**src/uccs_pkg.sv**
```systemverilog
package uccs_pkg;

  localparam logic [7:0] BIT_TICKS_RESET   = 8'd12;
  localparam logic [7:0] START_TICKS_RESET = 8'd13;

  localparam logic       CFG_BIT_TICKS   = 1'b0;
  localparam logic       CFG_START_TICKS = 1'b1;

  typedef struct packed {
    logic       tx_level;
    logic [2:0] chip_enable_n;
    logic [1:0] channel_select;
    logic       led_on;
    logic       busy_res;
  } result_t;

endpackage

```
**src/uart_command_channel_selector.sv**
```systemverilog
// Serial command decoder with echo. Each input transfer is one timer tick
// carrying the sampled receive level; each tick gives exactly one result
// transfer with the transmit level, the active-low chip enables, the channel
// select, the LED and the busy flag as they stand after that tick. A new tick
// is taken every cycle: the tick's state update is one pass of logic into the
// state registers, and the result sits in a single output register that is
// refilled in the same cycle it is taken, so the rate is one tick per clock
// whenever the output side is ready. bit_ticks (index 0) and start_ticks
// (index 1) set the bit and echoed start-bit lengths in ticks; write them only
// while the block is idle.
module uart_command_channel_selector (
  input  logic       clk,
  input  logic       rst,
  input  logic       in_valid,
  output logic       in_ready,
  input  logic       rx_level,
  output logic       out_valid,
  input  logic       out_ready,
  output logic       tx_level,
  output logic [2:0] chip_enable_n,
  output logic [1:0] channel_select,
  output logic       led_on,
  output logic       busy_res,
  input  logic       cfg_write,
  input  logic       cfg_index,
  input  logic [7:0] cfg_data
);
  import uccs_pkg::*;

  result_t res_next;
  result_t res_out;
  logic    space;
  logic    step;

  assign in_ready = space;
  assign step     = in_valid && space;

  uccs_core u_core (
    .clk       (clk),
    .rst       (rst),
    .step      (step),
    .rx_level  (rx_level),
    .cfg_write (cfg_write),
    .cfg_index (cfg_index),
    .cfg_data  (cfg_data),
    .res_next  (res_next)
  );

  uccs_out u_out (
    .clk       (clk),
    .rst       (rst),
    .load      (step),
    .res_in    (res_next),
    .out_ready (out_ready),
    .out_valid (out_valid),
    .space     (space),
    .res_out   (res_out)
  );

  assign tx_level       = res_out.tx_level;
  assign chip_enable_n  = res_out.chip_enable_n;
  assign channel_select = res_out.channel_select;
  assign led_on         = res_out.led_on;
  assign busy_res       = res_out.busy_res;

endmodule

```
**src/uccs_core.sv**
```systemverilog
module uccs_core (
  input  logic            clk,
  input  logic            rst,
  input  logic            step,
  input  logic            rx_level,
  input  logic            cfg_write,
  input  logic            cfg_index,
  input  logic [7:0]      cfg_data,
  output uccs_pkg::result_t res_next
);
  import uccs_pkg::*;

  localparam logic [2:0] PH_IDLE     = 3'd0;
  localparam logic [2:0] PH_RX_START = 3'd1;
  localparam logic [2:0] PH_RX_DATA  = 3'd2;
  localparam logic [2:0] PH_RX_STOP  = 3'd3;
  localparam logic [2:0] PH_TX_START = 3'd4;
  localparam logic [2:0] PH_TX_DATA  = 3'd5;
  localparam logic [2:0] PH_TX_STOP  = 3'd6;

  localparam logic [7:0] CMD_CHIP1_LO = 8'h30;
  localparam logic [7:0] CMD_CHIP2_LO = 8'h32;
  localparam logic [7:0] CMD_CHIP3_LO = 8'h36;

  localparam logic [2:0] EN_CHIP1 = 3'b110;
  localparam logic [2:0] EN_CHIP2 = 3'b101;
  localparam logic [2:0] EN_CHIP3 = 3'b011;

  logic [7:0] bit_ticks;
  logic [7:0] start_ticks;

  logic       previous_rx, previous_rx_next;
  logic [2:0] phase, phase_next;
  logic [7:0] tick_count, tick_count_next;
  logic [3:0] bit_index, bit_index_next;
  logic [7:0] received_byte, received_byte_next;
  logic [2:0] enables_reg, enables_reg_next;
  logic [1:0] channel_reg, channel_reg_next;
  logic       led_reg, led_reg_next;
  logic       tx_reg, tx_reg_next;

  logic [7:0] dur;
  logic [7:0] tick_inc;
  logic [3:0] bit_inc;
  logic [7:0] cmd_off;

  always_ff @(posedge clk) begin
    if (rst) begin
      bit_ticks   <= BIT_TICKS_RESET;
      start_ticks <= START_TICKS_RESET;
    end else if (cfg_write) begin
      if (cfg_index == CFG_BIT_TICKS) begin
        bit_ticks <= cfg_data;
      end else begin
        start_ticks <= cfg_data;
      end
    end
  end

  always_comb begin
    dur      = (phase == PH_TX_START) ? start_ticks : bit_ticks;
    tick_inc = tick_count + 8'd1;
    bit_inc  = bit_index + 4'd1;
    cmd_off  = 8'd0;

    previous_rx_next   = rx_level;
    phase_next         = phase;
    tick_count_next    = tick_count;
    bit_index_next     = bit_index;
    received_byte_next = received_byte;
    enables_reg_next   = enables_reg;
    channel_reg_next   = channel_reg;
    led_reg_next       = led_reg;
    tx_reg_next        = tx_reg;

    if (phase == PH_IDLE) begin
      if (previous_rx && !rx_level) begin
        phase_next         = PH_RX_START;
        tick_count_next    = 8'd0;
        bit_index_next     = 4'd0;
        received_byte_next = 8'd0;
      end
    end else begin
      tick_count_next = tick_inc;
      if (tick_inc >= dur) begin
        tick_count_next = 8'd0;
        case (phase)
          PH_RX_START: begin
            phase_next     = PH_RX_DATA;
            bit_index_next = 4'd0;
          end
          PH_RX_DATA: begin
            received_byte_next = received_byte | (8'(rx_level) << bit_index[2:0]);
            bit_index_next     = bit_inc;
            if (bit_inc >= 4'd8) begin
              bit_index_next = 4'd0;
              phase_next     = PH_RX_STOP;
            end
          end
          PH_RX_STOP: begin
            phase_next  = PH_TX_START;
            tx_reg_next = 1'b0;
          end
          PH_TX_START: begin
            phase_next     = PH_TX_DATA;
            bit_index_next = 4'd0;
            tx_reg_next    = received_byte[0];
          end
          PH_TX_DATA: begin
            bit_index_next = bit_inc;
            if (bit_inc >= 4'd8) begin
              bit_index_next = 4'd0;
              phase_next     = PH_TX_STOP;
              tx_reg_next    = 1'b1;
            end else begin
              tx_reg_next = received_byte[bit_inc[2:0]];
            end
          end
          default: begin
            phase_next  = PH_IDLE;
            tx_reg_next = 1'b1;
            led_reg_next = 1'b1;
            case (received_byte) inside
              [8'h30:8'h31]: begin
                cmd_off          = received_byte - CMD_CHIP1_LO;
                enables_reg_next = EN_CHIP1;
                channel_reg_next = cmd_off[1:0];
              end
              [8'h32:8'h35]: begin
                cmd_off          = received_byte - CMD_CHIP2_LO;
                enables_reg_next = EN_CHIP2;
                channel_reg_next = cmd_off[1:0];
              end
              [8'h36:8'h39]: begin
                cmd_off          = received_byte - CMD_CHIP3_LO;
                enables_reg_next = EN_CHIP3;
                channel_reg_next = cmd_off[1:0];
              end
              default: begin
                led_reg_next = 1'b0;
              end
            endcase
          end
        endcase
      end
    end

    res_next.tx_level       = tx_reg_next;
    res_next.chip_enable_n  = enables_reg_next;
    res_next.channel_select = channel_reg_next;
    res_next.led_on         = led_reg_next;
    res_next.busy_res       = (phase_next != PH_IDLE);
  end

  always_ff @(posedge clk) begin
    if (rst) begin
      previous_rx   <= 1'b1;
      phase         <= PH_IDLE;
      tick_count    <= 8'd0;
      bit_index     <= 4'd0;
      received_byte <= 8'd0;
      enables_reg   <= EN_CHIP1;
      channel_reg   <= 2'd0;
      led_reg       <= 1'b1;
      tx_reg        <= 1'b1;
    end else if (step) begin
      previous_rx   <= previous_rx_next;
      phase         <= phase_next;
      tick_count    <= tick_count_next;
      bit_index     <= bit_index_next;
      received_byte <= received_byte_next;
      enables_reg   <= enables_reg_next;
      channel_reg   <= channel_reg_next;
      led_reg       <= led_reg_next;
      tx_reg        <= tx_reg_next;
    end
  end

endmodule

```
**src/uccs_out.sv**
```systemverilog
module uccs_out (
  input  logic              clk,
  input  logic              rst,
  input  logic              load,
  input  uccs_pkg::result_t res_in,
  input  logic              out_ready,
  output logic              out_valid,
  output logic              space,
  output uccs_pkg::result_t res_out
);
  import uccs_pkg::*;

  // holds one result; refills in the cycle it is taken
  assign space = !out_valid || out_ready;

  always_ff @(posedge clk) begin
    if (rst) begin
      out_valid <= 1'b0;
    end else if (load) begin
      out_valid <= 1'b1;
    end else if (out_ready) begin
      out_valid <= 1'b0;
    end
  end

  always_ff @(posedge clk) begin
    if (load) begin
      res_out <= res_in;
    end
  end

endmodule

```
**config.mk**
```make
export PLATFORM = sky130hd
export DESIGN_NAME = uart_command_channel_selector
export DESIGN_NICKNAME = d
export VERILOG_FILES = /design/src/uccs_pkg.sv /design/src/uart_command_channel_selector.sv /design/src/uccs_core.sv /design/src/uccs_out.sv
export SDC_FILE = /design/constraint.sdc
export NUM_CORES = 1
export LEC_CHECK = 0
export BUFFER_PORTS_ARGS = -buffer_cell sky130_fd_sc_hd__buf_2
export CAP_MARGIN = 20
export CORE_UTILIZATION = 40
export DETAILED_ROUTE_END_ITERATION = 10
export PLACE_DENSITY = 0.56
export SLEW_MARGIN = 20
export SYNTH_ARGS = -nofsm -noshare
export SYNTH_HDL_FRONTEND = slang
export SYNTH_SLANG_ARGS = --single-unit
```
**constraint.sdc**
```tcl
create_clock -name clk -period 6.7 [get_ports clk]
set_input_delay 2.01 -clock clk [delete_from_list [all_inputs] [get_ports clk]]
set_output_delay 2.01 -clock clk [all_outputs]
set_load 0.05 [all_outputs]
```
==> impl_metrics.env, run 1 <==
export IMPL_preCtsSetupSlack_ns=2.19
export IMPL_synth_seq_cells=56
export IMPL_grt_start_max_net_pins=30
export IMPL_cp_slowest_cell="sky130_fd_sc_hd__buf_2"
export IMPL_synth_lib_cells_used_distinct=63
export IMPL_cts_max_path_buffers=2
export IMPL_period_share_pct=67.3
export IMPL_finalWirelength_microns=6590
export IMPL_hp_class="reg -> reg"
export IMPL_dieHeight_microns=89.5
export IMPL_wire_length_of_the_first_global_routing_pass_microns=11100
export IMPL_cp_end_kind="output port"
export IMPL_total_power_uw=616
export IMPL_max_cap_viol_count=0
export IMPL_floorplan_initialDensity_pct=41.8
export IMPL_timing_worst_slew_pin_value_ns=0.713
export IMPL_postSynth_topFlopCell="sky130_fd_sc_hd__dfxtp_1"
export IMPL_grt_remaining_overflow=0
export IMPL_max_vdd_ir_drop_mv=0.134
export IMPL_grt_setup_unrepaired="false"
export IMPL_ys_seq_area_share_pct=39.2
export IMPL_setup_viol=0
export IMPL_buffer_ports_inserted=24
export IMPL_clock_sinks=56
export IMPL_cts_htree_levels=2
export IMPL_post_route_worst_setup_slack_ns=2.19
export IMPL_timing_clock_skew_ns=0.00579
export IMPL_critical_path_startpoint_type="input port"
export IMPL_layout_min_cycle_time_ns=4.51
export IMPL_layout_cell_area_non_filler_sq_um=3320
export IMPL_gp_routability_congestion=0.775
export IMPL_crit_top_cell="sky130_fd_sc_hd__buf_2"
export IMPL_worst_setup_hold_path_clk_slew_ns=0.10
export IMPL_worst_r2r_setup_slack_ns=2.89
export IMPL_post_route_cells_drive_above_1_share_pct=15.7
export IMPL_cts_root_buffer="sky130_fd_sc_hd__clkbuf_8"
export IMPL_i_o_pin_cnt=25
export IMPL_worstPathArrival_ns=2.50
export IMPL_most_common_layout_cells="sky130_fd_sc_hd__nand2_1 (66), sky130_fd_sc_hd__dfxtp_1 (48), sky130_fd_sc_hd__a21oi_1 (26), sky130_fd_sc_hd__buf_2 (24), sky130_fd_sc_hd__o21ai_0 (19)"
export IMPL_synthesis_area_per_instance_sq_um=8.59
export IMPL_starting_drc_count_in_detailed_routing=144
export IMPL_antenna_found_initial=0
export IMPL_floorplan_rows=31
export IMPL_critical_path_max_fanout=3
export IMPL_syn_nets=383
export IMPL_timing_critical_path_buf_inv=2
export IMPL_mostFrequentLayoutCell="sky130_fd_sc_hd__nand2_1"
export IMPL_finalNetCount=394
export IMPL_power_leakage_nw=1.21
export IMPL_synthCells=357
export IMPL_synth_edff_count=8
export IMPL_number_of_nets_still_failing_antenna_checks_after_routing=0
export IMPL_placed_cell_area_sq_um=3220
export IMPL_area_growth_pct=8.24
export IMPL_post_cts_setup_buffers=0
export IMPL_hold_viol_final=0
export IMPL_path_cells="buf_2 > nand2b_1 > buf_2"
export IMPL_max_freq_mhz=222
export IMPL_critical_path_top_delay_family="buffers and inverters"
export IMPL_grt_pass1_vias=2198
export IMPL_drt_pass1_iterations=4
export IMPL_route_vias_total=2472
export IMPL_floorplan_die_width_microns=89.5
export IMPL_vias_per_cell=5.28
export IMPL_timing_critical_path_slowest_cell_delay_ns=0.28
export IMPL_die_area_sq_um=8020
export IMPL_grt_use_total_pct=18.0
export IMPL_worst_setup_path_type="in -> out"
export IMPL_post_cts_resized=0
export IMPL_wl_per_cell_microns=14.1
export IMPL_report_final_slew_viol_count=0
export IMPL_route_detailed_drc=0
export IMPL_synth_cell_area_sq_um=3070
export IMPL_placeableCoreArea_sq_um=7330
export IMPL_cts_hold_repair_buffers=0
export IMPL_synth_async_sr_flop_share_pct=0
export IMPL_detailedPlacementHpwl_microns=4630
export IMPL_worst_rel_slew_slack_pct=52.4
export IMPL_worst_skew_pair_late_latency_ns=0.31
export IMPL_numCtsBuffers=5
export IMPL_antenna_cells_inserted=0
export IMPL_timing_setup_tns_ns=0
export IMPL_cts_tree="built"
export IMPL_power_per_standard_cell_area_nw_per_um2=186
export IMPL_yosys_warning_count=0
export IMPL_critical_path_required_ns=4.69
export IMPL_result_of_the_run="completed"
## layout make-up
| type | count | area, sq um |
|---|---|---|
| fillers | 744 | 4010 |
| inverters | 12 | 45.0 |
| clock inverters | 2 | 13.8 |
| clock buffers | 6 | 82.6 |
| repair buffers | 24 | 120 |
| well taps | 99 | 124 |
| flip-flops and latches | 56 | 1200 |
| multi-input cells | 269 | 1730 |
## path summary, 6_finish.rpt
path                                               to             startpoint  cells past startpoint
worst max-delay path                         in_ready              out_ready                      3
worst min-delay path            u_core.start_ticks[5]  u_core.start_ticks[5]                      2
worst min register to register  u_core.start_ticks[5]  u_core.start_ticks[5]                      2
worst max register to register   u_core.tick_count[5]        u_core.phase[2]                     10
## report_power, final
| group | internal [mW] | switching (mW) |
|---|---|---|
| logic | 0.0207 | 0.0440 |
| clock network | 0.0849 | 0.112 |
| registers | 0.349 | 0.00636 |
| total | 0.454 | 0.162 |
## worst reg2reg max path: cells and delay by family, from the launching register on
family	cells	cell delay [ns]
AND/OR/NAND/NOR	4	1.27
multiplexers	1	0.41
AO/OA/AOI/OAI	3	0.98
adder cells (fa/ha/maj)	1	0.29
buffers and inverters	1	0.14
flip-flops	1	0.65
## cell families (layout without fill, tap and decap cells)
logic type               after synthesis  in the layout  synth area share, %
XOR/XNOR                              12             12                 3.43
multiplexers                          12             12                 4.78
AND/OR/NAND/NOR                      146            146                 24.0
AO/OA/AOI/OAI                         88             88                 19.8
buffers and inverters                 32             44                 4.33
adder cells (fa/ha/maj)               11             11                 4.49
flip-flops                            56             56                 39.2
## cell usage after synthesis, types with 3 or more instances
| master | n | area (sq um) |
|---|---|---|
| sky130_fd_sc_hd__a21oi_1 | 26 | 130 |
| sky130_fd_sc_hd__xnor2_1 | 9 | 78.8 |
| sky130_fd_sc_hd__buf_2 | 4 | 20.0 |
| sky130_fd_sc_hd__ha_1 | 11 | 138 |
| sky130_fd_sc_hd__a21o_1 | 4 | 30.0 |
| sky130_fd_sc_hd__o22ai_1 | 4 | 25.0 |
| sky130_fd_sc_hd__nor2_1 | 16 | 60.1 |
| sky130_fd_sc_hd__o31ai_1 | 3 | 22.5 |
| sky130_fd_sc_hd__nand2_1 | 66 | 248 |
| sky130_fd_sc_hd__nor4_1 | 3 | 18.8 |
| sky130_fd_sc_hd__mux2i_1 | 9 | 90.1 |
| sky130_fd_sc_hd__buf_1 | 3 | 11.3 |
| sky130_fd_sc_hd__inv_1 | 11 | 41.3 |
| sky130_fd_sc_hd__clkbuf_1 | 12 | 45.0 |
| sky130_fd_sc_hd__nand2b_1 | 11 | 68.8 |
| sky130_fd_sc_hd__nor3_1 | 9 | 45.0 |
| sky130_fd_sc_hd__o21ai_0 | 19 | 95.1 |
| sky130_fd_sc_hd__edfxtp_1 | 8 | 240 |
| sky130_fd_sc_hd__dfxtp_1 | 48 | 961 |
| sky130_fd_sc_hd__nand3_1 | 17 | 85.1 |
| sky130_fd_sc_hd__o21ai_1 | 7 | 35.0 |
| sky130_fd_sc_hd__nor2_2 | 3 | 18.8 |
| sky130_fd_sc_hd__xor2_1 | 3 | 26.3 |
## metal layers
| metal | vias to the layer above | part of all wire [%] | global-route usage [%] |
|---|---|---|---|
| met2 | 49 | 42 | 25.6 |
| li1 | 1296 | - | - |
| met3 | 4 | 4.3 | 2.77 |
| met4 | 0 | 0.61 | 3.46 |
| met5 | - | 0 | 0 |
| met1 | 1123 | 53 | 28.5 |
## metrics by stage
stage,cells,util (%),hold slack (ns)
6_report,468,45.3,0.457
2_1_floorplan,357,-,0.431
3_3_place_gp,460,43.9,0.441
4_1_cts,468,45.3,0.460
5_1_grt,468,45.3,0.477
3_5_place_dp,460,43.9,0.446
(Power assumes the default switching activity.)
==> run 2: changes to the inputs <==
--- a/config.mk
+++ b/config.mk
@@ -5,6 +5,7 @@
 export SDC_FILE = /design/constraint.sdc
 export NUM_CORES = 1
 export LEC_CHECK = 0
+export ABC_AREA = 1
 export BUFFER_PORTS_ARGS = -buffer_cell sky130_fd_sc_hd__buf_2
 export CAP_MARGIN = 20
 export CORE_UTILIZATION = 40
==> constraint.sdc (replaced) <==
create_clock -name clk -period 4.3 [get_ports clk]
set_input_delay 1.29 -clock clk [delete_from_list [all_inputs] [get_ports clk]]
set_output_delay 1.29 -clock clk [all_outputs]
set_load 0.05 [all_outputs]
==> impl_metrics.env, run 2 <==
export IMPL_result_of_the_run="completed"
export IMPL_starting_drc_count_in_detailed_routing=97
export IMPL_crit_top_cell="sky130_fd_sc_hd__buf_2"
export IMPL_synthCells=421
export IMPL_report_final_slew_viol_count=0
export IMPL_switchingPower_uw=345
export IMPL_preCtsSetupSlack_ns=1.27
export IMPL_synth_top_family_by_area="simple AND/OR/NAND/NOR gates"
export IMPL_syn_nets=447
export IMPL_critical_path_required_ns=3.01
export IMPL_wire_length_of_the_first_global_routing_pass_microns=11100
export IMPL_synth_async_sr_flop_share_pct=0
export IMPL_share_comb_of_total_power_pct=19.0
export IMPL_max_freq_mhz=330
export IMPL_power_leakage_nw=1.56
export IMPL_route_vias_total=2617
export IMPL_holdWs_ns=0.470
export IMPL_dieHeight_microns=89.1
export IMPL_grt_use_total_pct=18.1
export IMPL_worstPathArrival_ns=1.74
export IMPL_layout_min_cycle_time_ns=3.03
export IMPL_drt_pass1_iterations=4
export IMPL_synth_edff_count=8
export IMPL_hp_class="reg -> reg"
export IMPL_worst_setup_path_type="in -> out"
export IMPL_wl_per_cell_microns=12.1
export IMPL_floorplan_die_width_microns=89.1
export IMPL_synthesis_area_per_instance_sq_um=7.21
export IMPL_ys_seq_area_share_pct=39.6
export IMPL_clock_sinks=56
export IMPL_worst_rel_slew_slack_pct=50.5
export IMPL_synth_area_leader_cell="sky130_fd_sc_hd__dfxtp_1"
export IMPL_finalNetCount=471
export IMPL_grt_setup_unrepaired="false"
export IMPL_worst_setup_hold_path_clk_slew_ns=0.11
export IMPL_gp_routability_congestion=0.839
export IMPL_grt_remaining_overflow=0
export IMPL_synth_cell_area_sq_um=3040
export IMPL_post_cts_setup_buffers=0
export IMPL_timing_setup_tns_ns=0
export IMPL_vias_per_cell=4.80
export IMPL_floorplan_initialDensity_pct=41.6
export IMPL_i_o_pin_cnt=25
export IMPL_switching_share_pct=30.1
export IMPL_post_route_worst_setup_slack_ns=1.27
export IMPL_path_cells="buf_2 > inv_1 > nand2_1 > buf_2"
export IMPL_yosys_warning_count=0
export IMPL_grt_start_max_net_pins=25
export IMPL_hold_viol_final=0
export IMPL_setup_viol=0
export IMPL_synth_mux_area_share_pct=2.31
export IMPL_cp_slowest_cell="sky130_fd_sc_hd__buf_2"
export IMPL_max_cap_viol_count=0
export IMPL_post_route_cells_drive_above_1_share_pct=13.9
export IMPL_cts_root_buffer="sky130_fd_sc_hd__clkbuf_8"
export IMPL_buffer_ports_inserted=24
export IMPL_synth_seq_cells=56
export IMPL_seq_power_share_pct=50.9
export IMPL_share_of_total_power_in_the_clock_network_pct=30.1
export IMPL_worst_skew_pair_late_latency_ns=0.31
export IMPL_mostFrequentLayoutCell="sky130_fd_sc_hd__nand2_1"
export IMPL_synth_top_cell_area_share_pct=31.7
export IMPL_postSynth_topFlopCell="sky130_fd_sc_hd__dfxtp_1"
export IMPL_antenna_cells_inserted=0
export IMPL_cts_max_path_buffers=2
export IMPL_cts_hold_repair_buffers=0
export IMPL_total_power_mw=1.15
export IMPL_post_cts_resized=0
export IMPL_antenna_found_initial=0
export IMPL_critical_path_startpoint_type="input port"
export IMPL_cp_end_kind="output port"
export IMPL_floorplan_rows=31
export IMPL_power_per_standard_cell_area_nw_per_um2=341
export IMPL_finalCoreUtilization_pct=46.1
export IMPL_critical_path_max_fanout=3
export IMPL_finalWirelength_microns=6570
export IMPL_synth_area_leaders="sky130_fd_sc_hd__dfxtp_1 (32%), sky130_fd_sc_hd__nand2_1 (12%), sky130_fd_sc_hd__edfxtp_1 (7.9%)"
export IMPL_xor_and_xnor_fraction_of_the_mapped_netlist_area_pct=2.60
export IMPL_timing_critical_path_slowest_cell_delay_ns=0.27
export IMPL_number_of_nets_still_failing_antenna_checks_after_routing=0
export IMPL_cts_tree="built"
export IMPL_detailedPlacementHpwl_microns=4790
export IMPL_die_area_sq_um=7940
export IMPL_route_detailed_drc=0
export IMPL_cts_htree_levels=2
export IMPL_timing_critical_path_buf_inv=3
export IMPL_most_common_layout_cells="sky130_fd_sc_hd__nand2_1 (96), sky130_fd_sc_hd__nor2_1 (50), sky130_fd_sc_hd__dfxtp_1 (48), sky130_fd_sc_hd__inv_1 (44), sky130_fd_sc_hd__nand3_1 (42)"
export IMPL_yosys_area_share_adder_pct=4.53
export IMPL_max_vdd_ir_drop_mv=0.165
export IMPL_period_share_pct=70.4
export IMPL_synth_lib_cells_used_distinct=32
export IMPL_timing_clock_skew_ns=0.0119
export IMPL_numCtsBuffers=5
export IMPL_synth_top_cells_by_count="sky130_fd_sc_hd__nand2_1 (96), sky130_fd_sc_hd__nor2_1 (50), sky130_fd_sc_hd__dfxtp_1 (48)"
export IMPL_num_fill_cells=780
export IMPL_synth_simple_gate_area_share_pct=31.7
export IMPL_internal_power_uw=803
export IMPL_compound_cell_area_share_of_the_yosys_netlist_pct=11.3
export IMPL_yosysMostFrequentCell="sky130_fd_sc_hd__nand2_1"
export IMPL_grt_pass1_vias=2433
export IMPL_placeableCoreArea_sq_um=7290
export IMPL_critical_path_top_delay_family="buffers and inverters"
export IMPL_timing_worst_slew_pin_value_ns=0.741
export IMPL_area_growth_pct=10.8
-- run 2: cell count changes after synthesis, moves of 7 or more --
cell                       delta
sky130_fd_sc_hd__nor2_1      +34
sky130_fd_sc_hd__inv_2        +7
sky130_fd_sc_hd__nor3_1       -7
sky130_fd_sc_hd__clkbuf_1     -7
sky130_fd_sc_hd__inv_1       +33
sky130_fd_sc_hd__nand2_1     +30
sky130_fd_sc_hd__nand2b_1    -11
sky130_fd_sc_hd__xnor2_1      -7
sky130_fd_sc_hd__nand3_1     +25
sky130_fd_sc_hd__a21oi_1      +7
-- run 2: cells by family (layout without fill, tap and decap cells) --
group	after synthesis	count (layout)
AO/OA/AOI/OAI	65	65
multiplexers	7	7
adder cells (fa/ha/maj)	11	11
XOR/XNOR	9	9
AND/OR/NAND/NOR	210	210
buffers and inverters	63	88
flip-flops	56	56
-- run 2: metal layers --
layer / up-vias / routed length, microns / track usage, %
met1: 1167 / 3190 / 23.2
met2: 31 / 3180 / 31.9
met4: 0 / 44 / 4.18
met5: - / 0 / 0
met3: 6 / 151 / 2.77
li1: 1413 / - / -
-- run 2: layout make-up --
type                       count  area [sq um]  area share (%)
clock buffer                   6          72.6            2.16
multi-input combinational    302          1590            47.2
timing repair buffer          26           135            4.02
inverter                      54           208            6.17
sequential                    56          1200            35.7
tap                           99           124            3.68
clock inverter                 2          35.0            1.04
-- run 2: worst paths after layout --
check	start	endpoint	slack, ns	depth (start not counted)
worst max-delay path	out_ready	in_ready	1.27	4
worst min-delay path	u_core.bit_ticks[3]	u_core.bit_ticks[3]	0.47	2
worst max register to register	u_core.phase[2]	u_out.res_out[0]	1.55	15
worst min register to register	u_core.bit_ticks[3]	u_core.bit_ticks[3]	0.47	2
-- run 2: power groups by stage --
stage | Combinational [mW] | Sequential [mW] | Clock, mW
after floorplan | 0.152 | 0.609 | 0
after global placement | 0.217 | 0.595 | 0
after detailed placement | 0.219 | 0.596 | 0
after CTS | 0.220 | 0.584 | 0.359
after global routing | 0.247 | 0.589 | 0.381
final | 0.218 | 0.584 | 0.346
-- run 2: worst min-delay path, delay by kind of cell, from the launching register on --
family	cells	cell delay, ns
flip-flops	1	0.34
AND/OR/NAND/NOR	2	0.10
-- run 2: stage by stage --
stage | instance area (sq um) | instances
2_1_floorplan | 3040 | 421
4_1_cts | 3360 | 545
3_5_place_dp | 3260 | 537
3_3_place_gp | 3260 | 537
6_report | 3360 | 545
5_1_grt | 3360 | 545
